### config.mk
export PLATFORM = sky130hd
export DESIGN_NAME = rgbgb_ctrl
export DESIGN_NICKNAME = d
export VERILOG_FILES = /design/src/sv/rgbgb_pkg.sv /design/src/sv/rgbgb_ctrl.sv
export SDC_FILE = /design/constraint.sdc
export NUM_CORES = 1
export LEC_CHECK = 0
export BUFFER_PORTS_ARGS = -buffer_cell sky130_fd_sc_hd__buf_2
export CELL_PAD_IN_SITES_DETAIL_PLACEMENT = 0
export CELL_PAD_IN_SITES_GLOBAL_PLACEMENT = 2
export CORE_UTILIZATION = 36
export DETAILED_ROUTE_END_ITERATION = 10
export GPL_TIMING_DRIVEN = 0
export MAX_ROUTING_LAYER = met4
export PLACE_DENSITY = 0.85
export SETUP_SLACK_MARGIN = 0.4
export SLEW_MARGIN = 20
export SYNTH_ARGS = -nofsm -noshare
export SYNTH_HDL_FRONTEND = slang
export SYNTH_SLANG_ARGS = --single-unit
### constraint.sdc
create_clock -name clk -period 16 [get_ports clk]
set_clock_uncertainty 0.2 [all_clocks]
set_input_delay 1.6 -clock clk [delete_from_list [all_inputs] [get_ports clk]]
set_output_delay 1.6 -clock clk [all_outputs]
set_load 0.05 [all_outputs]
### src/sv/rgbgb_pkg.sv
// Package with constants, types and helper functions of the blur core.
`timescale 1ns / 1ps
`default_nettype none
package rgbgb_pkg;

  localparam int MAX_WIDTH  = 2048;
  localparam int MAX_HEIGHT = 2048;
  localparam int unsigned MIN_DIM = 3;

  localparam int REG_W     = 12;
  localparam int DATA_W    = 32;
  localparam int REG_IDX_W = 2;
  localparam int ADDR_W    = REG_IDX_W + 2;

  localparam int WD_W   = $clog2(MAX_WIDTH + 1);
  localparam int HT_W   = $clog2(MAX_HEIGHT + 1);
  localparam int COL_W  = $clog2(MAX_WIDTH);
  localparam int ROW_W  = $clog2(MAX_HEIGHT + MAX_WIDTH + 2);
  localparam int PEND_W = $clog2(MAX_WIDTH + 2);
  localparam int CMP_W  = ((ROW_W > REG_W) ? ROW_W : REG_W) + 1;

  localparam int NUM_CH   = 3;
  localparam int CH_W     = 8;
  localparam int PIX_W    = NUM_CH * CH_W;
  localparam int VS_W     = CH_W + 2;
  localparam int HS_W     = CH_W + 4;
  localparam int DIV_SH   = 4;
  localparam int NUM_TAPS = 3;

  localparam logic [REG_W-1:0] RST_IMAGE_WIDTH  = REG_W'(640);
  localparam logic [REG_W-1:0] RST_IMAGE_HEIGHT = REG_W'(480);
  localparam logic [REG_W-1:0] RST_BAND_FIRST   = REG_W'(0);
  localparam logic [REG_W-1:0] RST_BAND_END     = REG_W'(2048);

  typedef enum logic [REG_IDX_W-1:0] {
    REG_IMAGE_WIDTH,
    REG_IMAGE_HEIGHT,
    REG_BAND_FIRST_ROW,
    REG_BAND_END_ROW
  } reg_idx_t;

  typedef logic [PIX_W-1:0] pixel_t;
  typedef logic [NUM_CH-1:0][VS_W-1:0] vsum_t;

  typedef struct packed {
    logic [REG_W-1:0] image_width;
    logic [REG_W-1:0] image_height;
    logic [REG_W-1:0] band_first_row;
    logic [REG_W-1:0] band_end_row;
  } cfg_t;

  typedef struct packed {
    logic [COL_W-1:0] x;
    pixel_t           pix;
    logic             emit;
    logic             blur;
    logic             last;
  } item_t;

  typedef struct packed {
    pixel_t up;
    pixel_t mid;
  } line_t;

  typedef struct packed {
    pixel_t up;
    pixel_t mid;
    pixel_t low;
  } column_t;

  function automatic int unsigned clamp_dim(input logic [REG_W-1:0] v, input int unsigned maxv);
    int unsigned vi;
    vi = 32'(v);
    if (vi < MIN_DIM) begin
      vi = MIN_DIM;
    end else if (vi > maxv) begin
      vi = maxv;
    end
    return vi;
  endfunction

  function automatic vsum_t col_sum(input column_t c);
    vsum_t s;
    for (int ch = 0; ch < NUM_CH; ch++) begin
      s[ch] = VS_W'(c.up[ch*CH_W +: CH_W]) + (VS_W'(c.mid[ch*CH_W +: CH_W]) << 1) +
              VS_W'(c.low[ch*CH_W +: CH_W]);
    end
    return s;
  endfunction

  function automatic pixel_t blur_sum(input vsum_t a, input vsum_t b, input vsum_t c);
    logic [HS_W-1:0] s;
    pixel_t p;
    for (int ch = 0; ch < NUM_CH; ch++) begin
      s = HS_W'(a[ch]) + (HS_W'(b[ch]) << 1) + HS_W'(c[ch]);
      p[ch*CH_W +: CH_W] = s[DIV_SH +: CH_W];
    end
    return p;
  endfunction

endpackage
`default_nettype wire

### src/sv/rgbgb_ctrl.sv
// Raster position, drain and border/band decisions for each accepted transaction.
`timescale 1ns / 1ps
`default_nettype none
module rgbgb_ctrl import rgbgb_pkg::*; (
  input  wire logic   clk,
  input  wire logic   rst_n,
  input  wire cfg_t   cfg,
  input  wire logic   accept,
  input  wire pixel_t pix_in,
  input  wire logic   flush,
  output logic        item_valid,
  output item_t       item
);

  logic [COL_W-1:0]  col_r, col_nxt;
  logic [ROW_W-1:0]  row_r, row_nxt;
  logic [PEND_W-1:0] pend_r, pend_nxt;

  logic [WD_W-1:0]   w;
  logic [HT_W-1:0]   h;
  logic              drain;
  logic [COL_W:0]    col_inc;
  logic              wrap;
  logic [WD_W-1:0]   ox;
  logic [ROW_W-1:0]  oy;
  logic              oy_neg;
  logic              emit;
  logic              blur;
  logic              last;

  always_comb begin
    w       = WD_W'(clamp_dim(cfg.image_width, MAX_WIDTH));
    h       = HT_W'(clamp_dim(cfg.image_height, MAX_HEIGHT));
    drain   = CMP_W'(row_r) >= CMP_W'(h);
    col_inc = (COL_W + 1)'(col_r) + (COL_W + 1)'(1);
    wrap    = CMP_W'(col_inc) >= CMP_W'(w);

    if (col_r == '0) begin
      ox     = w - WD_W'(1);
      oy     = row_r - ROW_W'(2);
      oy_neg = row_r < ROW_W'(2);
    end else begin
      ox     = WD_W'(col_r) - WD_W'(1);
      oy     = row_r - ROW_W'(1);
      oy_neg = row_r == '0;
    end

    blur = !oy_neg && (oy != '0) && (CMP_W'(oy) + CMP_W'(2) <= CMP_W'(h)) &&
           (ox != '0) && (CMP_W'(ox) + CMP_W'(2) <= CMP_W'(w)) &&
           (CMP_W'(oy) >= CMP_W'(cfg.band_first_row)) &&
           (CMP_W'(oy) < CMP_W'(cfg.band_end_row));
    last = !oy_neg && (CMP_W'(oy) + CMP_W'(1) == CMP_W'(h)) &&
           (CMP_W'(ox) + CMP_W'(1) == CMP_W'(w));

    col_nxt    = col_r;
    row_nxt    = row_r;
    pend_nxt   = pend_r;
    item_valid = 1'b0;
    emit       = 1'b0;
    priority if (!accept) begin
      item_valid = 1'b0;
    end else if (drain && (pend_r == '0)) begin
      col_nxt = '0;
      row_nxt = '0;
    end else if (drain || !flush) begin
      item_valid = 1'b1;
      if (wrap) begin
        col_nxt = '0;
        row_nxt = row_r + ROW_W'(1);
      end else begin
        col_nxt = col_inc[COL_W-1:0];
      end
      if (drain) begin
        emit     = 1'b1;
        pend_nxt = pend_r - PEND_W'(1);
        if (pend_r == PEND_W'(1)) begin
          col_nxt = '0;
          row_nxt = '0;
        end
      end else if (CMP_W'(pend_r) < CMP_W'(w) + CMP_W'(1)) begin
        pend_nxt = pend_r + PEND_W'(1);
      end else begin
        emit = 1'b1;
      end
    end else begin
      item_valid = 1'b0;
    end

    item.x    = col_r;
    item.pix  = drain ? '0 : pix_in;
    item.emit = emit;
    item.blur = blur;
    item.last = last;
  end

  always_ff @(posedge clk) begin
    if (!rst_n) begin
      col_r  <= '0;
      row_r  <= '0;
      pend_r <= '0;
    end else begin
      col_r  <= col_nxt;
      row_r  <= row_nxt;
      pend_r <= pend_nxt;
    end
  end

endmodule
`default_nettype wire

Word-level counts from Yosys, hierarchy flattened
Index checks and enable logic that the tools add are counted.
Widths: inputs -> output; s select.

word-level totals
  output and inout port bits = 39
  logic and storage cells = 81
  input port bits = 76
  bits in registers = 36

operators by class
  muxes and demuxes = 28
  equal/unequal tests = 3
  reductions and logical operators = 21
  add/sub/neg operators = 13
  bitwise operators = 1
  order comparisons = 12

operators with widths
  operator               number
  $mux 12                7
  $mux 13                6
  $mux 11                5
  $add 12x1->13 const B  2
  $ge 13x12->1           2
  $gt 12x12->1 const B   2
  $lt 12x2->1 const B    2
  $mux 24                1
  $sub 12x1->12 const B  2
  $add 13x1->14 const B  1
  $add 13x2->14 const B  1
  $eq 14x12->1           1
  $le 14x12->1           1
  $add 12x2->13 const B  1
  $add 13x1->13 const B  1
  $eq 13x12->1           1
  $le 13x12->1           1
  $logic_not 13->1       1
  $lt 12x13->1           1
  $lt 13x12->1           1
  $lt 13x2->1 const B    1
  $reduce_bool 13->1     1
  $sub 13x1->13 const B  1
  $sub 13x2->13 const B  1
  16 further kinds       34

Longest topological paths before layout
Gate-level depths: netlist (run 1).

  depth in word-level cells = 10
  depth in mapped cells = 25

Worst setup path after synthesis (run 1)
Ideal clock, no wire load.

  path kind = input port to output port
  from = input cfg[47] (netlist name)
  to = output item[1] (netlist name)
  path buffers = 2
  slack = 8,588 ps
  required time = 14,200 ps
  stages = 20
  data arrival time = 5,612 ps
  cells stage by stage = clkbuf_1 > clkinv_1 > a32o_1 > mux2i_1 > ha_1 > o311ai_2 > xnor2_1 > a31oi_1 > nand2_1 > xor2_1 > ha_1 > a21o_1 > a21o_1 > a21oi_1 > o21ai_0 > a21o_1 > a211oi_1 > o21ai_0 > nor3b_1 > buf_4

between the ends
  cells in the longest elaborated chain, start to end = 10

ends and longest elaborated chain
  element                                              RTL line                            RTL
  from (decl)                                          rgbgb_ctrl.sv:7                     input wire cfg_t cfg,
  $gt 12x12->1                                         rgbgb_pkg.sv:76                     end else if (vi > maxv) begin
  $mux 12                                              rgbgb_pkg.sv:76
  $mux 12 (*)                                          rgbgb_pkg.sv:74                     if (vi < MIN_DIM) begin
  $sub 12x1->12                                        rgbgb_ctrl.sv:39                    ox = w - WD_W'(1);
  $mux 12                                              rgbgb_ctrl.sv:38                    if (col_r == '0) begin
  $add 12x2->13 or $reduce_bool 12->1 (tied branches)  rgbgb_ctrl.sv:49                    (ox != '0) && (CMP_W'(ox) + CMP_W'(2) <= CMP_W'(w)) &&
  $le 13x12->1 or $logic_and 1x1->1 (tied branches)    rgbgb_ctrl.sv:49, rgbgb_ctrl.sv:48
  $logic_and 1x1->1 (*) (2 in series)                  rgbgb_ctrl.sv:49
  $logic_and 1x1->1 (*)                                rgbgb_ctrl.sv:50                    (CMP_W'(oy) >= CMP_W'(cfg.band_first_row)) &&
  to (decl)                                            rgbgb_ctrl.sv:12                    output item_t item

Every way passes the cells marked *; elsewhere a longest branch is shown, timed or not.

Worst setup path in the final report (run 1)
Ends and elaborated chain as after synthesis.

==> results of run 1 <==
-- cell type report --
type | count | share of cell area, %
buffer | 48 | 2.74
tap | 260 | 4.03
clock buffer | 5 | 1.55
inverter | 61 | 2.85
multi-input combinational | 816 | 72.5
clock inverter | 3 | 0.526
timing repair buffer | 112 | 6.94
sequential | 36 | 8.92
-- through the flow --
step / cell area, um2 / worst slack, ns / cells / hold slack, ns / total power, W
floorplan: 7030 / 8.59 / 961 / 0.263 / 0.000297
global placement: 7910 / 7.19 / 1333 / 0.291 / 0.000367
detailed placement: 7910 / 7.25 / 1333 / 0.302 / 0.000368
CTS: 8080 / 7.24 / 1341 / 0.312 / 0.000485
global route: 8080 / 6.78 / 1341 / 0.330 / 0.000519
finish: 8080 / 7.25 / 1341 / 0.304 / 0.000483
-- layer usage --
metal | GRT usage [%] | part of all wire [%] | routed length (um) | up-vias
li1 | - | - | - | 3752
met1 | 32.4 | 47 | 11300 | 3500
met2 | 41.0 | 48 | 11500 | 182
met3 | 2.13 | 3.7 | 877 | 15
met4 | 3.00 | 0.61 | 146 | 0
met5 | - | 0 | 0 | -
-- cell usage after synthesis, drive strengths merged (6+ instances only) --
master / count / area [um2]
a211o: 6 / 53.8
a211oi: 6 / 45.0
a21o: 19 / 143
a21oi: 42 / 210
a22oi: 7 / 52.6
a31oi: 19 / 119
and3: 35 / 219
buf: 17 / 105
clkbuf: 31 / 116
dfxtp: 36 / 721
ha: 100 / 1250
inv: 57 / 214
mux2i: 14 / 140
nand2: 88 / 330
nand2b: 20 / 125
nand3: 47 / 235
nand4: 25 / 156
nor2: 69 / 275
nor2b: 16 / 100
nor3: 32 / 181
nor4: 20 / 144
nor4b: 8 / 97.6
o21a: 13 / 97.6
o21ai: 44 / 220
o31ai: 6 / 55.1
or3: 14 / 87.6
or4: 6 / 45.0
xnor2: 62 / 551
xor2: 25 / 256
-- final timing paths --
path | end | cells past startpoint | start | slack (ns)
worst min register to register | pend_r[11] | 2 | pend_r[11] | 0.30
worst min-delay path | pend_r[11] | 2 | pend_r[11] | 0.30
worst max register to register | col_r[5] | 15 | col_r[0] | 11.16
worst max-delay path | item[1] | 20 | cfg[47] | 7.25
-- registers in the layout (all words and copies together), names as in the netlist --
name and count:
row_r 13, col_r 11, pend_r 12
-- cell families (layout without fill, tap and decap cells) --
| kind of cell | Yosys count | after routing | synth area share (%) |
|---|---|---|---|
| AOI/OAI and AO/OA | 213 | 213 | 20.7 |
| and+or+nand+nor | 400 | 400 | 30.7 |
| xor gates and xnor gates | 89 | 89 | 12.1 |
| muxes | 14 | 14 | 1.99 |
| buffers and inverters | 109 | 229 | 6.43 |
| DFF | 36 | 36 | 10.3 |
| adders and majority gates | 100 | 100 | 17.8 |
-- where the power goes --
group / internal (W) / switching (W)
registers: 0.0000912 / 0.00000334
logic: 0.000110 / 0.000164
clock network: 0.0000732 / 0.0000413
-- worst max-delay path: stages --
cell	delay [ns]
buf_2	0.12
clkbuf_1	0.33
clkinv_1	0.43
a32o_1	0.47
mux2i_1	0.40
ha_1	0.34
o311ai_2	0.21
xnor2_1	0.27
a31oi_1	0.43
nand3b_1	0.22
or3_1	0.44
nor2_1	0.15
xor2_1	0.09
ha_1	0.36
nand4_1	0.09
o32ai_1	0.24
o21ai_0	0.16
nor3b_1	0.23
buf_4	0.13
buf_2	0.24
-- layout by cell type (no fill, tap or decap), types with 17 or more instances in the layout --
cell type and count:
xnor2_1 61, a21o_1 19, nor3_1 29, nor4_1 17
and3_1 35, nand3_1 47, dfxtp_1 36, clkbuf_1 31
nand4_1 25, buf_2 121, o21ai_0 39, a21oi_1 42
xor2_1 23, ha_1 100, nor2_1 68, a31oi_1 19
nand2b_1 20, nand2_1 88, inv_1 56
==> results.sh, run 1 <==
export IMPL_synth_fp_nets=1137
export IMPL_root_buffer="clkbuf_16"
export IMPL_crit_type="primary input to output port"
export IMPL_vdd_ir_drop_max_mv=0.0344
export IMPL_finalWeightedCongestion=0.908
export IMPL_htreeDepth=2
export IMPL_port_buffers=112
export IMPL_fin_crit_ns=8.75
export IMPL_rsz0062_at_grt="no"
export IMPL_synth_area_mm2=0.00703
export IMPL_wl_per_cell_um=17.7
export IMPL_track_usage_pct=24.3
export IMPL_fin_nets=1256
export IMPL_num_io_pins=115
export IMPL_cts_sinks=36
export IMPL_syn_inst=961
export IMPL_totalWireLength_mm=23.8
export IMPL_status="finished, final reports clean"
export IMPL_core_area_mm2=0.0189
export IMPL_drt_iter0_drc=541
export IMPL_grt_max_degree=13
export IMPL_fmax_mhz=114
export IMPL_hold_violations=0
export IMPL_drive_gt1_share_pct=14.9
export IMPL_dieHeight_um=142
export IMPL_dr_pass1_iters=5
export IMPL_die_width_um=142
export IMPL_slew_headroom_pct=43.5
export IMPL_crit_path_start_kind="primary input"
export IMPL_hold_class="register to register"
export IMPL_hpwlAfterDp_mm=19.4
export IMPL_cts_tree="done"
export IMPL_grt_pass1_vias=6898
export IMPL_yosysWarnings=0
export IMPL_p_leak_nw=3.61
export IMPL_synth_flop_cell="dfxtp_1"
export IMPL_num_rows=50
export IMPL_register_area_um2=721
export IMPL_drv_cap=0
export IMPL_synth_distinct_cells=85
export IMPL_cts_repair_resized=0
export IMPL_worst_slew_pin_slew_ns=0.823
export IMPL_cp_max_fo=10
export IMPL_drv_slew=0
export IMPL_fin_setup_tns_ns=0
export IMPL_dieArea_mm2=0.0201
export IMPL_via_count=7449
export IMPL_synthArstFlopShare_pct=0
export IMPL_period_share_pct=54.7
export IMPL_synth_edff_count=0
export IMPL_synth_avg_cell_area_um2=7.31
export IMPL_path_clk_slew_ns=0.06
export IMPL_antenna_found_initial=0
export IMPL_viasPerCell=5.55
export IMPL_final_antenna_net_count=0
export IMPL_clk_insertion_delay_late_ns=0.29
export IMPL_diodes=0
export IMPL_powerDensity_mw_per_mm2=59.8
export IMPL_cts_inserted_buffers=5
export IMPL_overflow=0
export IMPL_drc_errors=0
export IMPL_multi_input_area_mm2=0.00586
export IMPL_post_cts_buffers=0
export IMPL_setup_viol=0
export IMPL_fill_cells=2055
export IMPL_end_kind="output port"
export IMPL_ys_seq_elements=36
export IMPL_ys_seq_area_share_pct=10.3
export IMPL_start_util_pct=37.2
export IMPL_hold_buffers=0
export IMPL_cts_max_path_buffers=2
export IMPL_post_route_util_pct=42.8
export IMPL_required_ns=14.20
export IMPL_area_growth_pct=15.0
export IMPL_grt_pass1_wl_mm=37.7
export IMPL_critPathArrivalTime_ns=6.95
Power figures use the tool's default switching activity.
==> inputs of run 2 (changes only) <==
- CORE_UTILIZATION: 36 -> 30
- PLACE_DENSITY: 0.85 -> 0.76
- clock period: 16 -> 8 ns (I/O delays scaled with it)
==> run 2 against run 1 <==
Largest cell class unchanged. Power is 95% higher. Sequential power is 100% higher. Critical path type is now register to output port. First-iteration DRC count is 20% lower. Routed wire length is 3.9% higher. Critical path depth is 5 higher. Highest routed layer unchanged. Sequential share of layout area is 0.11 points lower. Count of clock-buffer cells in the layout is 3 higher. Global-route usage is 3.2 points lower.
==> results.sh, run 2 (synthesis results as in run 1) <==
export IMPL_hold_class="register to register"
export IMPL_fin_nets=1256
export IMPL_num_io_pins=115
export IMPL_overflow=0
export IMPL_cpMostUsedCell="a21o_1"
export IMPL_worst_slew_pin_slew_ns=0.905
export IMPL_slew_headroom_pct=39.2
export IMPL_num_rows=55
export IMPL_core_area_mm2=0.0228
export IMPL_fin_setup_tns_ns=0
export IMPL_crit_path_start_kind="register"
export IMPL_largest_register_ffs=13
export IMPL_cpLargestDelayFamily="compound AO/OA/AOI/OAI gates"
export IMPL_finalWeightedCongestion=0.891
export IMPL_port_buffers=112
export IMPL_wl_per_cell_um=17.7
export IMPL_grt_max_degree=12
export IMPL_track_usage_pct=21.2
export IMPL_dieArea_mm2=0.0240
export IMPL_setup_viol=0
export IMPL_drv_cap=0
export IMPL_rrSetupSlack_ns=3.07
export IMPL_critPathArrivalTime_ns=6.07
export IMPL_clk_insertion_delay_late_ns=0.28
export IMPL_fmax_mhz=142
export IMPL_drt_iter0_drc=434
export IMPL_crit_type="register to output port"
export IMPL_dieHeight_um=155
export IMPL_antenna_found_initial=0
export IMPL_dp_cells=1386
export IMPL_dr_pass1_iters=5
export IMPL_required_ns=7.00
export IMPL_dpl_cell_area_mm2=0.00798
export IMPL_powerDensity_mw_per_mm2=115
export IMPL_stdcell_count=1394
export IMPL_period_share_pct=88.3
export IMPL_grt_pass1_vias=7099
export IMPL_start_util_pct=30.9
export IMPL_viasPerCell=5.30
export IMPL_end_kind="output port"
export IMPL_final_antenna_net_count=0
export IMPL_cts_sinks=36
export IMPL_met1_usage_pct=27.4
export IMPL_drive_gt1_share_pct=15.5
export IMPL_die_width_um=155
export IMPL_rsz0062_at_grt="no"
export IMPL_hold_violations=0
export IMPL_p_leak_nw=3.60
export IMPL_diodes=0
export IMPL_met3_usage_pct=2.84
export IMPL_hpwlAfterDp_mm=20.2
export IMPL_root_buffer="clkbuf_16"
export IMPL_reg_top3="row_r (13), pend_r (12), col_r (11)"
export IMPL_cts_inserted_buffers=5
export IMPL_holdWs_ns=0.305
export IMPL_cts_tree="done"
export IMPL_critical_path_slowest_cell="or4b_4"
export IMPL_busiest_layer="met2"
export IMPL_layout_commonest_cell="buf_2"
export IMPL_layout_common_cells="buf_2 (120), ha_1 (99), nand2_1 (88)"
export IMPL_drv_slew=0
export IMPL_crit_buf_inv=6
export IMPL_status="finished, final reports clean"
export IMPL_final_cell_area_mm2=0.00818
export IMPL_met2_usage_pct=35.3
export IMPL_vdd_ir_drop_max_mv=0.0757
export IMPL_cts_max_path_buffers=2
export IMPL_path_clk_slew_ns=0.05
export IMPL_drc_errors=0
export IMPL_grt_pass1_wl_mm=39.2
export IMPL_totalWireLength_mm=24.7
export IMPL_area_growth_pct=16.4
export IMPL_hold_buffers=0
export IMPL_htreeDepth=2
export IMPL_regMostFlops="row_r"
export IMPL_cp_slowest_stage_delay_ns=0.47
export IMPL_via_count=7395
export IMPL_fin_crit_ns=7.07
export IMPL_cp_max_fo=10
==> run 2: area by class of cell <==
type	count	area [um2]
Sequential cell	36	721
Buffer	48	229
Multi-Input combinational cell	816	5900
Clock buffer	8	146
Inverter	61	230
Fill cell	2491	14600
Tap cell	313	392
Timing Repair Buffer	112	561
==> run 2: worst register-to-register path, cell delays in order (launching register included) <==
cell and delay [ns]:
dfxtp_1 0.59, ha_1 0.34, nand3_1 0.14, nor2_1 0.23, nand4_1 0.15, xnor2_1 0.27
ha_1 0.28, o21a_1 0.18, o21ai_0 0.18, o21ai_0 0.12, a211oi_1 0.67, inv_1 0.29
nor3_1 0.47, clkbuf_1 0.45, nand2_1 0.12, a31oi_1 0.17
==> run 2: stage by stage <==
stage	setup WS [ns]	util, %	total power, W
2_1_floorplan	1.79	-	0.000594
3_3_place_gp	0.728	35.0	0.000737
3_5_place_dp	0.742	35.0	0.000737
4_1_cts	0.571	35.7	0.000942
5_1_grt	0.423	35.9	0.00102
6_report	0.934	35.9	0.000944
==> run 2: path summary, 6_finish.rpt <==
path | cells past startpoint | to | startpoint
setup / recovery | 25 | item[1] | col_r[1]
hold / removal | 2 | pend_r[11] | pend_r[11]
setup reg to reg | 15 | row_r[0] | col_r[0]
hold reg to reg | 2 | pend_r[11] | pend_r[11]
==> run 2: where the power goes <==
| part | leakage, nW | switching [W] | internal, W | total [W] |
|---|---|---|---|---|
| Sequential | 0.290 | 0.00000711 | 0.000183 | 0.000190 |
| Clock | 0.0712 | 0.0000768 | 0.000124 | 0.000201 |
| Combinational | 3.24 | 0.000330 | 0.000223 | 0.000553 |
| Total | 3.60 | 0.000414 | 0.000530 | 0.000944 |
==> run 2: timing repair <==
action | in CTS | in global routing
gates resized for setup | 0 | 14
buffers inserted | 0 | 0
setup endpoints to repair | 0 | 1
==> run 2: per-layer routing <==
layer	vias to the layer above	wire length [um]
met5	-	0
met4	0	328
met3	27	1010
met2	151	11800
met1	3470	11500
li1	3747	-
