**config.mk**
```make
export PLATFORM = sky130hd
export DESIGN_NAME = rgbgb_regs
export DESIGN_NICKNAME = d
export VERILOG_FILES = /design/src/sv/rgbgb_pkg.sv /design/src/sv/rgbgb_regs.sv
export SDC_FILE = /design/constraint.sdc
export NUM_CORES = 1
export LEC_CHECK = 0
export BUFFER_PORTS_ARGS = -buffer_cell sky130_fd_sc_hd__buf_4
export CORE_UTILIZATION = 42
export CTS_BUF_LIST = sky130_fd_sc_hd__clkbuf_4
export DETAILED_ROUTE_END_ITERATION = 16
export GPL_TIMING_DRIVEN = 1
export PLACE_DENSITY = 0.85
export SLEW_MARGIN = 10
export SYNTH_ARGS = -nofsm -noshare
export SYNTH_HDL_FRONTEND = slang
export SYNTH_SLANG_ARGS = --single-unit
export TNS_END_PERCENT = 30
```
**constraint.sdc**
```tcl
create_clock -name clk -period 1.2 [get_ports clk]
set_input_delay 0.18 -clock clk [delete_from_list [all_inputs] [get_ports clk]]
set_output_delay 0.18 -clock clk [all_outputs]
set_load 0.02 [all_outputs]
```
**src/sv/rgbgb_pkg.sv**
```systemverilog
// Package with constants, types and helper functions of the blur core.
`timescale 1ns / 1ps
`default_nettype none
package rgbgb_pkg;

  localparam int MAX_WIDTH  = 2048;
  localparam int MAX_HEIGHT = 2048;
  localparam int unsigned MIN_DIM = 3;

  localparam int REG_W     = 12;
  localparam int DATA_W    = 32;
  localparam int REG_IDX_W = 2;
  localparam int ADDR_W    = REG_IDX_W + 2;

  localparam int WD_W   = $clog2(MAX_WIDTH + 1);
  localparam int HT_W   = $clog2(MAX_HEIGHT + 1);
  localparam int COL_W  = $clog2(MAX_WIDTH);
  localparam int ROW_W  = $clog2(MAX_HEIGHT + MAX_WIDTH + 2);
  localparam int PEND_W = $clog2(MAX_WIDTH + 2);
  localparam int CMP_W  = ((ROW_W > REG_W) ? ROW_W : REG_W) + 1;

  localparam int NUM_CH   = 3;
  localparam int CH_W     = 8;
  localparam int PIX_W    = NUM_CH * CH_W;
  localparam int VS_W     = CH_W + 2;
  localparam int HS_W     = CH_W + 4;
  localparam int DIV_SH   = 4;
  localparam int NUM_TAPS = 3;

  localparam logic [REG_W-1:0] RST_IMAGE_WIDTH  = REG_W'(640);
  localparam logic [REG_W-1:0] RST_IMAGE_HEIGHT = REG_W'(480);
  localparam logic [REG_W-1:0] RST_BAND_FIRST   = REG_W'(0);
  localparam logic [REG_W-1:0] RST_BAND_END     = REG_W'(2048);

  typedef enum logic [REG_IDX_W-1:0] {
    REG_IMAGE_WIDTH,
    REG_IMAGE_HEIGHT,
    REG_BAND_FIRST_ROW,
    REG_BAND_END_ROW
  } reg_idx_t;

  typedef logic [PIX_W-1:0] pixel_t;
  typedef logic [NUM_CH-1:0][VS_W-1:0] vsum_t;

  typedef struct packed {
    logic [REG_W-1:0] image_width;
    logic [REG_W-1:0] image_height;
    logic [REG_W-1:0] band_first_row;
    logic [REG_W-1:0] band_end_row;
  } cfg_t;

  typedef struct packed {
    logic [COL_W-1:0] x;
    pixel_t           pix;
    logic             emit;
    logic             blur;
    logic             last;
  } item_t;

  typedef struct packed {
    pixel_t up;
    pixel_t mid;
  } line_t;

  typedef struct packed {
    pixel_t up;
    pixel_t mid;
    pixel_t low;
  } column_t;

  function automatic int unsigned clamp_dim(input logic [REG_W-1:0] v, input int unsigned maxv);
    int unsigned vi;
    vi = 32'(v);
    if (vi < MIN_DIM) begin
      vi = MIN_DIM;
    end else if (vi > maxv) begin
      vi = maxv;
    end
    return vi;
  endfunction

  function automatic vsum_t col_sum(input column_t c);
    vsum_t s;
    for (int ch = 0; ch < NUM_CH; ch++) begin
      s[ch] = VS_W'(c.up[ch*CH_W +: CH_W]) + (VS_W'(c.mid[ch*CH_W +: CH_W]) << 1) +
              VS_W'(c.low[ch*CH_W +: CH_W]);
    end
    return s;
  endfunction

  function automatic pixel_t blur_sum(input vsum_t a, input vsum_t b, input vsum_t c);
    logic [HS_W-1:0] s;
    pixel_t p;
    for (int ch = 0; ch < NUM_CH; ch++) begin
      s = HS_W'(a[ch]) + (HS_W'(b[ch]) << 1) + HS_W'(c[ch]);
      p[ch*CH_W +: CH_W] = s[DIV_SH +: CH_W];
    end
    return p;
  endfunction

endpackage
`default_nettype wire

```
**src/sv/rgbgb_regs.sv**
```systemverilog
// Configuration register file behind the APB-style port.
`timescale 1ns / 1ps
`default_nettype none
module rgbgb_regs import rgbgb_pkg::*; (
  input  wire logic              clk,
  input  wire logic              rst_n,
  input  wire logic              psel,
  input  wire logic              penable,
  input  wire logic              pwrite,
  input  wire logic [ADDR_W-1:0] paddr,
  input  wire logic [DATA_W-1:0] pwdata,
  output logic      [DATA_W-1:0] prdata,
  output cfg_t                   cfg
);

  reg_idx_t idx;
  logic     wr;
  cfg_t     cfg_r;
  cfg_t     cfg_nxt;

  assign idx = reg_idx_t'(paddr[ADDR_W-1:ADDR_W-REG_IDX_W]);
  assign wr  = psel && penable && pwrite;

  always_comb begin
    cfg_nxt = cfg_r;
    if (wr) begin
      unique case (idx)
        REG_IMAGE_WIDTH:    cfg_nxt.image_width    = pwdata[REG_W-1:0];
        REG_IMAGE_HEIGHT:   cfg_nxt.image_height   = pwdata[REG_W-1:0];
        REG_BAND_FIRST_ROW: cfg_nxt.band_first_row = pwdata[REG_W-1:0];
        REG_BAND_END_ROW:   cfg_nxt.band_end_row   = pwdata[REG_W-1:0];
      endcase
    end
  end

  always_comb begin
    unique case (idx)
      REG_IMAGE_WIDTH:    prdata = DATA_W'(cfg_r.image_width);
      REG_IMAGE_HEIGHT:   prdata = DATA_W'(cfg_r.image_height);
      REG_BAND_FIRST_ROW: prdata = DATA_W'(cfg_r.band_first_row);
      REG_BAND_END_ROW:   prdata = DATA_W'(cfg_r.band_end_row);
    endcase
  end

  always_ff @(posedge clk) begin
    if (!rst_n) begin
      cfg_r.image_width    <= RST_IMAGE_WIDTH;
      cfg_r.image_height   <= RST_IMAGE_HEIGHT;
      cfg_r.band_first_row <= RST_BAND_FIRST;
      cfg_r.band_end_row   <= RST_BAND_END;
    end else begin
      cfg_r <= cfg_nxt;
    end
  end

  assign cfg = cfg_r;

endmodule
`default_nettype wire

```
-- Word-level counts from Yosys, hierarchy flattened
Cells that the tools add are included.
- shifts and indexed selects: 0
- multiplexer cells: 1
- equality and inequality tests: 3
- $lt $le $gt $ge: 0
- div/mod/pow operators: 0
- bitwise logic cells: 0
- $add $sub $neg: 0
- reductions and logical operators: 7
- multiply operators: 0
- operators with widths (operator ; count):
    one-hot mux 32 bit (4 select lines) ; 1
    AND reduction 2 bit ; 4
    equality test 2 bit (second input constant) ; 2
    equality test 2 x 1 -> 1 bit (second input constant) ; 1
    logical AND 1 bit ; 2
    zero test 2 bit ; 1
- memory bits (writable): 0
- input port bits: 41
- memories: 0
- bits in latches: 0
- bits in read-only memories: 0
- logic and storage cells: 15
- flip-flop bits (word level): 48

-- Longest topological paths before layout
Gate-level depths: netlist of run 1.
- depth after elaboration: 3
- mapped depth: 5

-- Worst setup path before layout of run 1
Ideal clock, no wire load.
- kind: input port to output port
- start: input paddr[3]
- end: output prdata[3]
- path slack: -0.166 ns
- data required time: 1.020 ns
- data arrival time: 1.186 ns
- stages on the path: 3
- cells stage by stage: buf_4 > buf_2 > mux4_2
- word-level cells in the longest chain between the ends: 2
- RTL lines (element ; RTL line ; text):
    start: declaration ; rgbgb_regs.sv:10 ; input wire logic [ADDR_W-1:0] paddr,
    equality test 2 bit (tied with other cells) ; rgbgb_regs.sv:37 ; unique case (idx)
    one-hot mux 32 bit (4 select lines) * ; rgbgb_regs.sv:37 ;
    end: declaration ; rgbgb_regs.sv:12 ; output logic [DATA_W-1:0] prdata,
Every way passes the cells marked *; elsewhere a longest branch is shown, timed or not. The select of a mux whose other input is x is not followed.

-- Worst setup path after layout of run 1
- start: register cfg_r, in the netlist cfg[10]
- end: output prdata[10]
- word-level cells in the longest chain between the ends: 1
- RTL lines (element ; RTL line ; text):
    start: declaration ; rgbgb_regs.sv:18 ; cfg_t cfg_r;
    start signal: assignment ; rgbgb_regs.sv:52 ; cfg_r <= cfg_nxt;
    one-hot mux 32 bit (4 select lines) ; rgbgb_regs.sv:37 ;
Every way passes these cells. The select of a mux whose other input is x is not followed.

==> results of run 1 <==
[synth_stat cells]
cell,count
nand4b_1,3
and3_1,1
nand3_1,1
mux4_2,12
nor3b_2,2
buf_2,4
o211ai_1,4
nor2b_1,5
mux2i_1,44
o31ai_1,1
buf_6,1
inv_1,4
conb_1,1
clkbuf_1,8
or3_1,1
buf_4,23
nand2_1,53
nand3_2,1
dfxtp_1,48
[metal layers]
metal / wire [um] / track usage [%] / share of wire, %
met5: 0 / 0 / 0
met2: 2870 / 34.5 / 52
met1: 2250 / 24.7 / 41
met3: 327 / 5.42 / 6.0
met4: 38 / 4.32 / 0.69
[power breakdown]
group	leakage (nW)	switching (mW)	internal, mW
Combinational	1.15	0.255	0.208
Clock	0.0293	0.509	0.247
Sequential	0.399	0.0146	1.62
[critical path, delay by kind of cell, from the launching register on]
kind / cells / cell delay [ps]
buf+inv: 1 / 150
flops: 1 / 350
mux: 1 / 490
[logic make-up after synthesis]
group | Yosys count
muxes | 56
DFF | 48
other | 1
AOI/OAI and AO/OA | 5
buffers and inverters | 40
and+or+nand+nor | 67
[worst max-delay path by stage]
| stage | slack (ps) | endpoint | cells after the start | from |
|---|---|---|---|---|
| after floorplan | 10 | prdata[3] | 3 | paddr[3] |
| after global placement | -190 | prdata[9] | 3 | paddr[3] |
| after detailed placement | -220 | cfg[38] | 5 | paddr[3] |
| after CTS | -340 | prdata[10] | 2 | cfg[10] |
| after global routing | -380 | prdata[7] | 2 | cfg[31] |
| final | -330 | prdata[10] | 2 | cfg[10] |
[layout make-up]
type | count | area share (%)
sequential | 48 | 30.5
clock inverter | 2 | 0.342
tap | 70 | 2.66
clock buffer | 6 | 1.37
multi-input combinational | 148 | 34.4
timing repair buffer | 113 | 30.3
inverter | 4 | 0.456
[what timing repair did]
action / CTS / global route
endpoints found under the hold margin: 0 / 0
hold buffers: 0 / 0
gates resized for setup: 46 / 20
endpoints found under the setup margin: 12 / 27
buffers inserted: 14 / 3
cloned: 0 / 0
[metrics by stage]
stage          cell area [um^2]  instances  hold WS [ps]
2_1_floorplan              2360        236           341
3_3_place_gp               2950        366           442
3_5_place_dp               2950        366           459
4_1_cts                    3210        388          64.6
5_1_grt                    3300        391          73.3
6_report                   3300        391          78.5
==> summary.md, run 1 <==
| Metric | Value |
|---|---|
| Highest-delay cell along the critical path | mux4_2 |
| Max incr delay on CP | 490 ps |
| Setup crit end kind | output pin |
| CTS buffer count | 5 |
| Fmax | roughly 650 MHz |
| Fin. Hold Viols | 0 |
| Max VDD drop | 0.572 mV |
| Worst-Skew Late Latency | roughly 370 ps |
| Largest net degree at the start of global routing | 26 |
| Synth unique cells | 19 |
| Overall routing resource usage | 19.8% |
| Chip height | around 76 um |
| Post-Synth Adder-Cell Area | 0% |
| CTS HTree Levels | 2 |
| Total power | 2.85 mW |
| Yosys reg bits | 48 |
| Hold path endpoint | cfg[45] |
| Post-synthesis compound-gate area fraction | 1.65% |
| Routed Antenna Nets | 0 |
| Yosys top cell area share | a little over two fifths |
| Vias in the first global route | 1645 |
| Io pins | 121 |
| Hold Crit Depth | 3 |
| Crit-path max FO | 2 |
| Area of the multi-input gates | 0.00113 mm^2 |
| P&R area growth vs syn | 45.1% |
| Cell Pwr Density | 865 mW/mm^2 |
| Max-cap violations | 0 |
| Row count | 26 |
| Setup TNS | -3740 ps |
| Tcrit/Tclk final | 128% |
| Worst R2R Path Depth | 4 |
| # DRC | 0 |
| Initial Util | 43.9% |
| HPWL Detailed | 3920 um |
| Post-synth top area cell | dfxtp_1 |
| Max Buffers Root-to-Sink | 2 |
| Filler Cells Inserted | 422 |
| RSZ-0062 raised after global routing | yes |
| WP data arrival | 1350 ps |
| Largest family of logic cells by synthesized area | multiplexers |
| CTS Sinks | between 40 and 50 |
| CTS tree | yes |
| Worst Hold Launch | pwdata[9] |
| First-pass iteration count of the detailed router | 4 |
| Xor/xnor cell area share of the yosys netlist | 0% |
| IO buf count | 78 |
| Finish-stage setup viols | 13 |
| Syn Area/Cell | 10.5 um^2 |
| Syn Inst Count | 217 |
| Share of cells above drive strength 1 | 53.3% |
| RePlAce Congestion | 0.713 |
| Post-synthesis mux area share | between 30 and 40% |
| Lkg Pwr | 1.58 nW |
| Core ar. | 0.00517 mm^2 |
| Vias | roughly 1900 |
| DRT iter0 DRCs | 82 |
| Grt ovf | 0 |
| Tightest Hold Check Type | input pin to flip-flop |
| Crit Path Class | flip-flop to output pin |
| Crit-path cells | mux4_2 > buf_6 |
| Pre-CTS setup slack | -221 ps |
| Post-route minimum period | ~1500 ps |
| DIE WIDTH | 75.5 um |
| Sequential Area | 0.00101 mm^2 |
| FF-to-FF setup slack | 440 ps |
| Commonest non-fill, non-tap cell in the layout | buf_4 |
| Clock Tree Root | clkbuf_4 |
| Simple-Gate Fraction of Synth Area | 13.6% |
| Max Clock Skew | 0 ps |
| Clk pin slew, worst setup/hold paths | 150 ps |
| Most frequent cells in the layout | buf_4, nand2_1, mux2i_1, dfxtp_2, buf_6 |
| Top cells by area, synth | dfxtp_1, mux2i_1, mux4_2 |
| Die area | about 0.0057 mm^2 |
| Failing checks | negative setup slack |
| Slew Limit Fails | 0 |
| Outcome | complete, but fails checks |
| Seq/Total Area, Yosys | between 40% and 50% |
| Vias per cell | 4.79 |
| Nets | 361 |
| Worst Path Required | slightly above 1000 ps |
| Startpoint types | flip-flop |
| Routed WL | 5490 um |
| Ant. Diodes | 0 |
| Finished Core Util | 63.7% |
| First-pass GRT wire length | 8220 um |
| Worst Slack Setup Final | -332 ps |
| WL per Instance | between 10 and 15 um |
| Largest register FFs | 48 |
| Synth warn | 0 |
| Worst reg2reg startpoint | cfg[33] |
| Synthesized cell area | 0.00227 mm^2 |
| R2R Path End | cfg[33] |
| Initial antenna violation count | 0 |
(Power assumes the default switching activity.)
==> run 2: changes to the inputs <==
--- a/config.mk
+++ b/config.mk
@@ -6,11 +6,11 @@
 export NUM_CORES = 1
 export LEC_CHECK = 0
 export BUFFER_PORTS_ARGS = -buffer_cell sky130_fd_sc_hd__buf_4
-export CORE_UTILIZATION = 42
+export CORE_UTILIZATION = 35
 export CTS_BUF_LIST = sky130_fd_sc_hd__clkbuf_4
 export DETAILED_ROUTE_END_ITERATION = 16
 export GPL_TIMING_DRIVEN = 1
-export PLACE_DENSITY = 0.85
+export PLACE_DENSITY = 0.73
 export SLEW_MARGIN = 10
 export SYNTH_ARGS = -nofsm -noshare
 export SYNTH_HDL_FRONTEND = slang
==> run 2 against run 1 <==
Net effect:
- the run still ends with negative setup slack left
- maximum frequency rose by 0.90%
- count of clock-buffer cells in the layout decreased by 1
- worst hold slack better by 15 ps
- setup slack better by 14 ps
- critical path depth is the same
- first-iteration DRC count fell by 27%
- critical path type unchanged
- highest routed layer unchanged
==> summary.md, run 2 (synthesis gave the netlist of run 1 again) <==
| Metric | Value |
|---|---|
| Outcome | complete, but fails checks |
| Failing checks | negative setup slack |
| Setup crit end kind | output pin |
| CTS tree | yes |
| Largest register FFs | 48 (unchanged) |
| Filler Cells Inserted | 557 (+32%) |
| Overall routing resource usage | 18.3% (-1.5 points) |
| Tcrit/Tclk final | 127% (-1.1 points) |
| Worst-Skew Late Latency | 350 ps (-20 ps) |
| Commonest non-fill, non-tap cell in the layout | buf_4 |
| Placed cell area | 0.00301 mm^2 (+1.8%) |
| Vias per cell | 4.69 (-2.0%) |
| Vias in the first global route | 1890 (+15%) |
| Max VDD drop | 0.440 mV (-23%) |
| Core ar. | 0.00610 mm^2 (+18%) |
| Pre-CTS setup slack | -205 ps (+15.1 ps) |
| CTS Sinks | 48 (unchanged) |
| Placed insts | 378 (+3.3%) |
| Chip height | 82.6 um (+9.3%) |
| Row count | 28 (+7.7%) |
| HPWL Detailed | 4280 um (+9.4%) |
| Share of cells above drive strength 1 | 53.4% (+0.083 points) |
| Die area | 0.00681 mm^2 (+19%) |
| Fin cells | 403 (+3.1%) |
| Finished Core Util | 54.5% (-9.2 points) |
| Tightest Hold Check Type | input pin to flip-flop |
| Sequential Area | 0.00100 mm^2 (-0.37%) |
| Largest net degree at the start of global routing | 25 (-3.8%) |
| First-pass iteration count of the detailed router | 5 (+1) |
| RSZ-0062 raised after global routing | yes |
| Routed Antenna Nets | 0 (unchanged) |
| Vias | 1890 (+0.96%) |
| Fin. Hold Viols | 0 (unchanged) |
| CTS buffer count | 5 (unchanged) |
| Crit Path Class | flip-flop to output pin |
| DIE WIDTH | 82.6 um (+9.3%) |
| Max Clock Skew | 0 ps (unchanged) |
| Post-route minimum period | 1520 ps (-13.6 ps) |
| # DRC | 0 (unchanged) |
| Post-layout instance area | 0.00332 mm^2 (+0.76%) |
| Cell Pwr Density | 845 mW/mm^2 (-2.3%) |
| WL per Instance | 14.5 um (+3.1%) |
| Max Buffers Root-to-Sink | 2 (unchanged) |
| Ant. Diodes | 0 (unchanged) |
| Initial Util | 37.3% (-6.7 points) |
| Routed WL | 5830 um (+6.2%) |
| Worst Slack Setup Final | -318 ps (+13.6 ps) |
| First-pass GRT wire length | 9200 um (+12%) |
| P&R area growth vs syn | 46.2% |
| Worst Path Required | 1020 ps (about the same) |
| WP data arrival | 1340 ps (about the same) |
| CTS HTree Levels | 2 (unchanged) |
| Lkg Pwr | 1.61 nW (+2.2%) |
| Setup TNS | -3650 ps (+89.2 ps) |
| Slew Limit Fails | 0 (unchanged) |
| Total power | 2.81 mW (-1.5%) |
| Crit-path max FO | 2 (unchanged) |
| Clk pin slew, worst setup/hold paths | 130 ps (-20 ps) |
| DRT iter0 DRCs | 60 (-27%) |
| Io pins | 121 (unchanged) |
| Max-cap violations | 0 (unchanged) |
| IO buf count | 78 (unchanged) |
| Finish-stage setup viols | 14 (+1) |
| Initial antenna violation count | 0 (unchanged) |
| Most frequent cells in the layout | buf_4, nand2_1, mux2i_1, dfxtp_2, buf_6 |
| Nets | 368 (+1.9%) |
| Grt ovf | 0 (unchanged) |
| Fmax | 659 MHz (+0.90%) |
| RePlAce Congestion | 0.730 (+2.3%) |
| Area of the multi-input gates | 0.00114 mm^2 (+0.55%) |
| Hold slack final | 93.4 ps (+14.8 ps) |
| Startpoint types | flip-flop |
| Clock Tree Root | clkbuf_4 |
## run 2: changes by cell type in the layout (fill, tap and decap cells not counted), sizes merged
cell	previous run	this run
clkinv	1	3
clkbuf	6	5
clkinvlp	1	0
buf	113	120
## run 2: critical path: stages, from the launching register on
cell	delay, ps
dfxtp_2	340
mux4_2	490
buf_6	150
## run 2: area by class of cell
class                   instances  area share, %
clock buffers                   5           1.13
clock inverters                 3          0.414
inverters                       4          0.452
multi-input cells             148           34.3
flip-flops and latches         48           30.2
well taps                      75           2.83
repair buffers                120           30.7
## run 2: report_power, final
| group | internal [mW] | switching, mW |
|---|---|---|
| logic | 0.209 | 0.260 |
| clock network | 0.216 | 0.490 |
| registers | 1.62 | 0.0148 |
| total | 2.04 | 0.764 |
## run 2: timing repair
action | 4_1_cts | 5_1_grt
endpoints found under the setup margin | 12 | 20
setup buffers | 14 | 3
endpoints found under the hold margin | 0 | 0
resized for setup | 42 | 16
hold buffers | 0 | 0
## run 2: worst paths after layout
kind                    end  slack (ps)  cells past startpoint  startpoint
setup reg to reg    cfg[45]         430                      3     cfg[45]
setup / recovery  prdata[9]        -320                      2      cfg[9]
hold / removal       cfg[7]          90                      3   pwdata[7]
hold reg to reg     cfg[26]         480                      2     cfg[26]
## run 2: per-layer routing
layer / share of wire [%] / GRT usage (%) / vias to the layer above / wire, um
li1: - / - / 927 / -
met1: 42 / 21.8 / 893 / 2480
met2: 51 / 32.2 / 61 / 2960
met3: 5.3 / 4.07 / 9 / 312
met4: 1.4 / 6.55 / 0 / 82
met5: 0 / 0 / - / 0
==> run 3: changes to the inputs <==
--- a/config.mk
+++ b/config.mk
@@ -6,11 +6,14 @@
 export NUM_CORES = 1
 export LEC_CHECK = 0
 export BUFFER_PORTS_ARGS = -buffer_cell sky130_fd_sc_hd__buf_4
-export CORE_UTILIZATION = 35
+export CELL_PAD_IN_SITES_DETAIL_PLACEMENT = 1
+export CELL_PAD_IN_SITES_GLOBAL_PLACEMENT = 2
+export CORE_UTILIZATION = 24
 export CTS_BUF_LIST = sky130_fd_sc_hd__clkbuf_4
 export DETAILED_ROUTE_END_ITERATION = 16
 export GPL_TIMING_DRIVEN = 1
-export PLACE_DENSITY = 0.73
+export PLACE_DENSITY = 0.84
+export SKIP_CTS_REPAIR_TIMING = 1
 export SLEW_MARGIN = 10
 export SYNTH_ARGS = -nofsm -noshare
 export SYNTH_HDL_FRONTEND = slang
==> run 3 against run 2 <==
Net effect:
- the run still ends with negative setup slack left
- count of clock-buffer cells in the layout increased by 1
- final cell count increased by 7.9%
- clock skew unchanged
- routed wire length increased by 15%
- sequential cell count unchanged
- clock power increased by 41%
- sequential share of layout area decreased by 0.96 points
- die area increased by 45%
- global-route usage decreased by 4.5 points
- largest power group unchanged
- via count decreased by 0.32%
- non-clock buffer count decreased by 4
- setup slack got worse by 22 ps
==> summary.md, run 3 (synthesis gave the netlist of run 1 again) <==
| Metric | Value |
|---|---|
| Outcome | complete, but fails checks |
| Failing checks | negative setup slack |
| Cell Pwr Density | 902 mW/mm^2 (+6.7%) |
| WL per Instance | 15.4 um (+6.5%) |
| Routed Antenna Nets | 0 (unchanged) |
| Worst Setup EP | prdata[2] |
| Startpoint types | flip-flop |
| DIE WIDTH | 99.3 um (+20%) |
| Finished Core Util | 37.4% (-17 points) |
| Max Buffers Root-to-Sink | 2 (unchanged) |
| Tightest Hold Check Type | input pin to flip-flop |
| DRT iter0 DRCs | 52 (-13%) |
| Clk pin slew, worst setup/hold paths | 150 ps (+20 ps) |
| Nets | 364 (-1.1%) |
| First-pass GRT wire length | 10400 um (+14%) |
| Worst Slack Setup Final | -340 ps (-21.7 ps) |
| Clock Tree Root | clkbuf_4 |
| Row count | 35 (+25%) |
| CTS buffer count | 5 (unchanged) |
| CTS tree | yes |
| Core ar. | 0.00920 mm^2 (+51%) |
| Most frequent cells in the layout | buf_4, nand2_1, mux2i_1, buf_6, dfxtp_2 |
| Routed WL | 6710 um (+15%) |
| Vias in the first global route | 1950 (+3.2%) |
| Max Clock Skew | 0 ps (unchanged) |
| Initial Util | 24.7% (-13 points) |
| Largest register FFs | 48 (unchanged) |
| Crit-path max FO | 3 (+1) |
| Setup crit start | cfg[2] |
| RePlAce Congestion | 0.740 (+1.3%) |
| P&R area growth vs syn | 51.6% |
| Share of cells above drive strength 1 | 54.0% (+0.66 points) |
| R2R Path End | cfg[45] |
| Commonest non-fill, non-tap cell in the layout | buf_4 |
| Vias per cell | 4.33 (-7.7%) |
| Max incr delay on CP | 480 ps (about the same) |
| WP data arrival | 1360 ps (+20 ps) |
| Worst R2R Path Depth | 3 (unchanged) |
| First-pass iteration count of the detailed router | 6 (+1) |
| Lkg Pwr | 1.62 nW (+0.90%) |
| # DRC | 0 (unchanged) |
| Tcrit/Tclk final | 128% (+1.8 points) |
| Crit-path cells | mux4_2 > buf_6 |
| Worst Path Required | 1020 ps (about the same) |
| Post-layout instance area | 0.00344 mm^2 (+3.7%) |
| CTS HTree Levels | 2 (unchanged) |
| Worst-Skew Late Latency | 360 ps (about the same) |
| Max-cap violations | 0 (unchanged) |
| Max VDD drop | 0.415 mV (-5.6%) |
| Slew Limit Fails | 0 (unchanged) |
| Largest net degree at the start of global routing | 39 (+56%) |
| Grt ovf | 0 (unchanged) |
| Chip height | 99.3 um (+20%) |
| Highest-delay cell along the critical path | mux4_2 |
| Crit Path Class | flip-flop to output pin |
| Finish-stage setup viols | 12 (-2) |
| Fin. Hold Viols | 0 (unchanged) |
| RSZ-0062 raised after global routing | yes |
| Post-route minimum period | 1540 ps (+21.7 ps) |
| CTS Sinks | 48 (unchanged) |
| Ant. Diodes | 0 (unchanged) |
| Fmax | 649 MHz (-1.4%) |
| Hold slack final | 93.1 ps (-0.216 ps) |
| Initial antenna violation count | 0 (unchanged) |
| Die area | 0.00986 mm^2 (+45%) |
| HPWL Detailed | 5090 um (+19%) |
| Io pins | 121 (unchanged) |
| IO buf count | 78 (unchanged) |
| Overall routing resource usage | 13.8% (-4.5 points) |
| Placed cell area | 0.00308 mm^2 (+2.5%) |
| Setup crit end kind | output pin |
| Vias | 1884 (-0.32%) |
| Worst reg2reg startpoint | cfg[45] |
| FF-to-FF setup slack | 460 ps (+30 ps) |
run 3: stage by stage:
| stage | TNS (ps) | instances | worst slack (ps) | total power, mW |
|---|---|---|---|---|
| floorplan | 0 | 236 | 13.5 | 1.98 |
| global placement | -5710 | 417 | -219 | 2.11 |
| detailed placement | -6450 | 417 | -213 | 2.12 |
| CTS | -4410 | 425 | -387 | 3.11 |
| global route | -4640 | 435 | -400 | 3.24 |
| finish | -3870 | 435 | -340 | 3.11 |
run 3: cell type report:
class | count | area (um^2)
fill | 1058 | 5750
multi-input combinational | 148 | 1140
timing repair buffer | 116 | 1060
sequential | 48 | 1010
tap | 111 | 139
clock buffer | 6 | 45.0
clock inverter | 2 | 35.0
inverter | 4 | 15.0
run 3: where the power goes:
| group | internal [mW] | leakage, nW | switching [mW] |
|---|---|---|---|
| Sequential | 1.62 | 0.401 | 0.0163 |
| Combinational | 0.210 | 1.18 | 0.265 |
| Clock | 0.461 | 0.0456 | 0.535 |
| Total | 2.29 | 1.62 | 0.817 |
run 3: worst max-delay path, delay by kind of cell, from the launching register on:
kind | cells | cell delay (ps)
buf+inv | 1 | 150
flops | 1 | 360
mux | 1 | 480
run 3: per-layer routing:
metal  global-route usage (%)  vias to the layer above  wire length, um
met4                     4.07                        0               34
met3                     2.46                        3              240
met2                     25.5                       48             3640
met1                     16.2                      922             2790
met5                        0                        -                0
li1                         -                      911                -
run 3: how the worst min path moves through the flow:
stage | from | endpoint | depth (start not counted)
floorplan | pwdata[11] | cfg[11] | 2
global placement | pwdata[11] | cfg[11] | 3
detailed placement | pwdata[11] | cfg[11] | 3
CTS | pwdata[9] | cfg[45] | 3
global route | pwdata[11] | cfg[11] | 3
finish | pwdata[9] | cfg[45] | 3
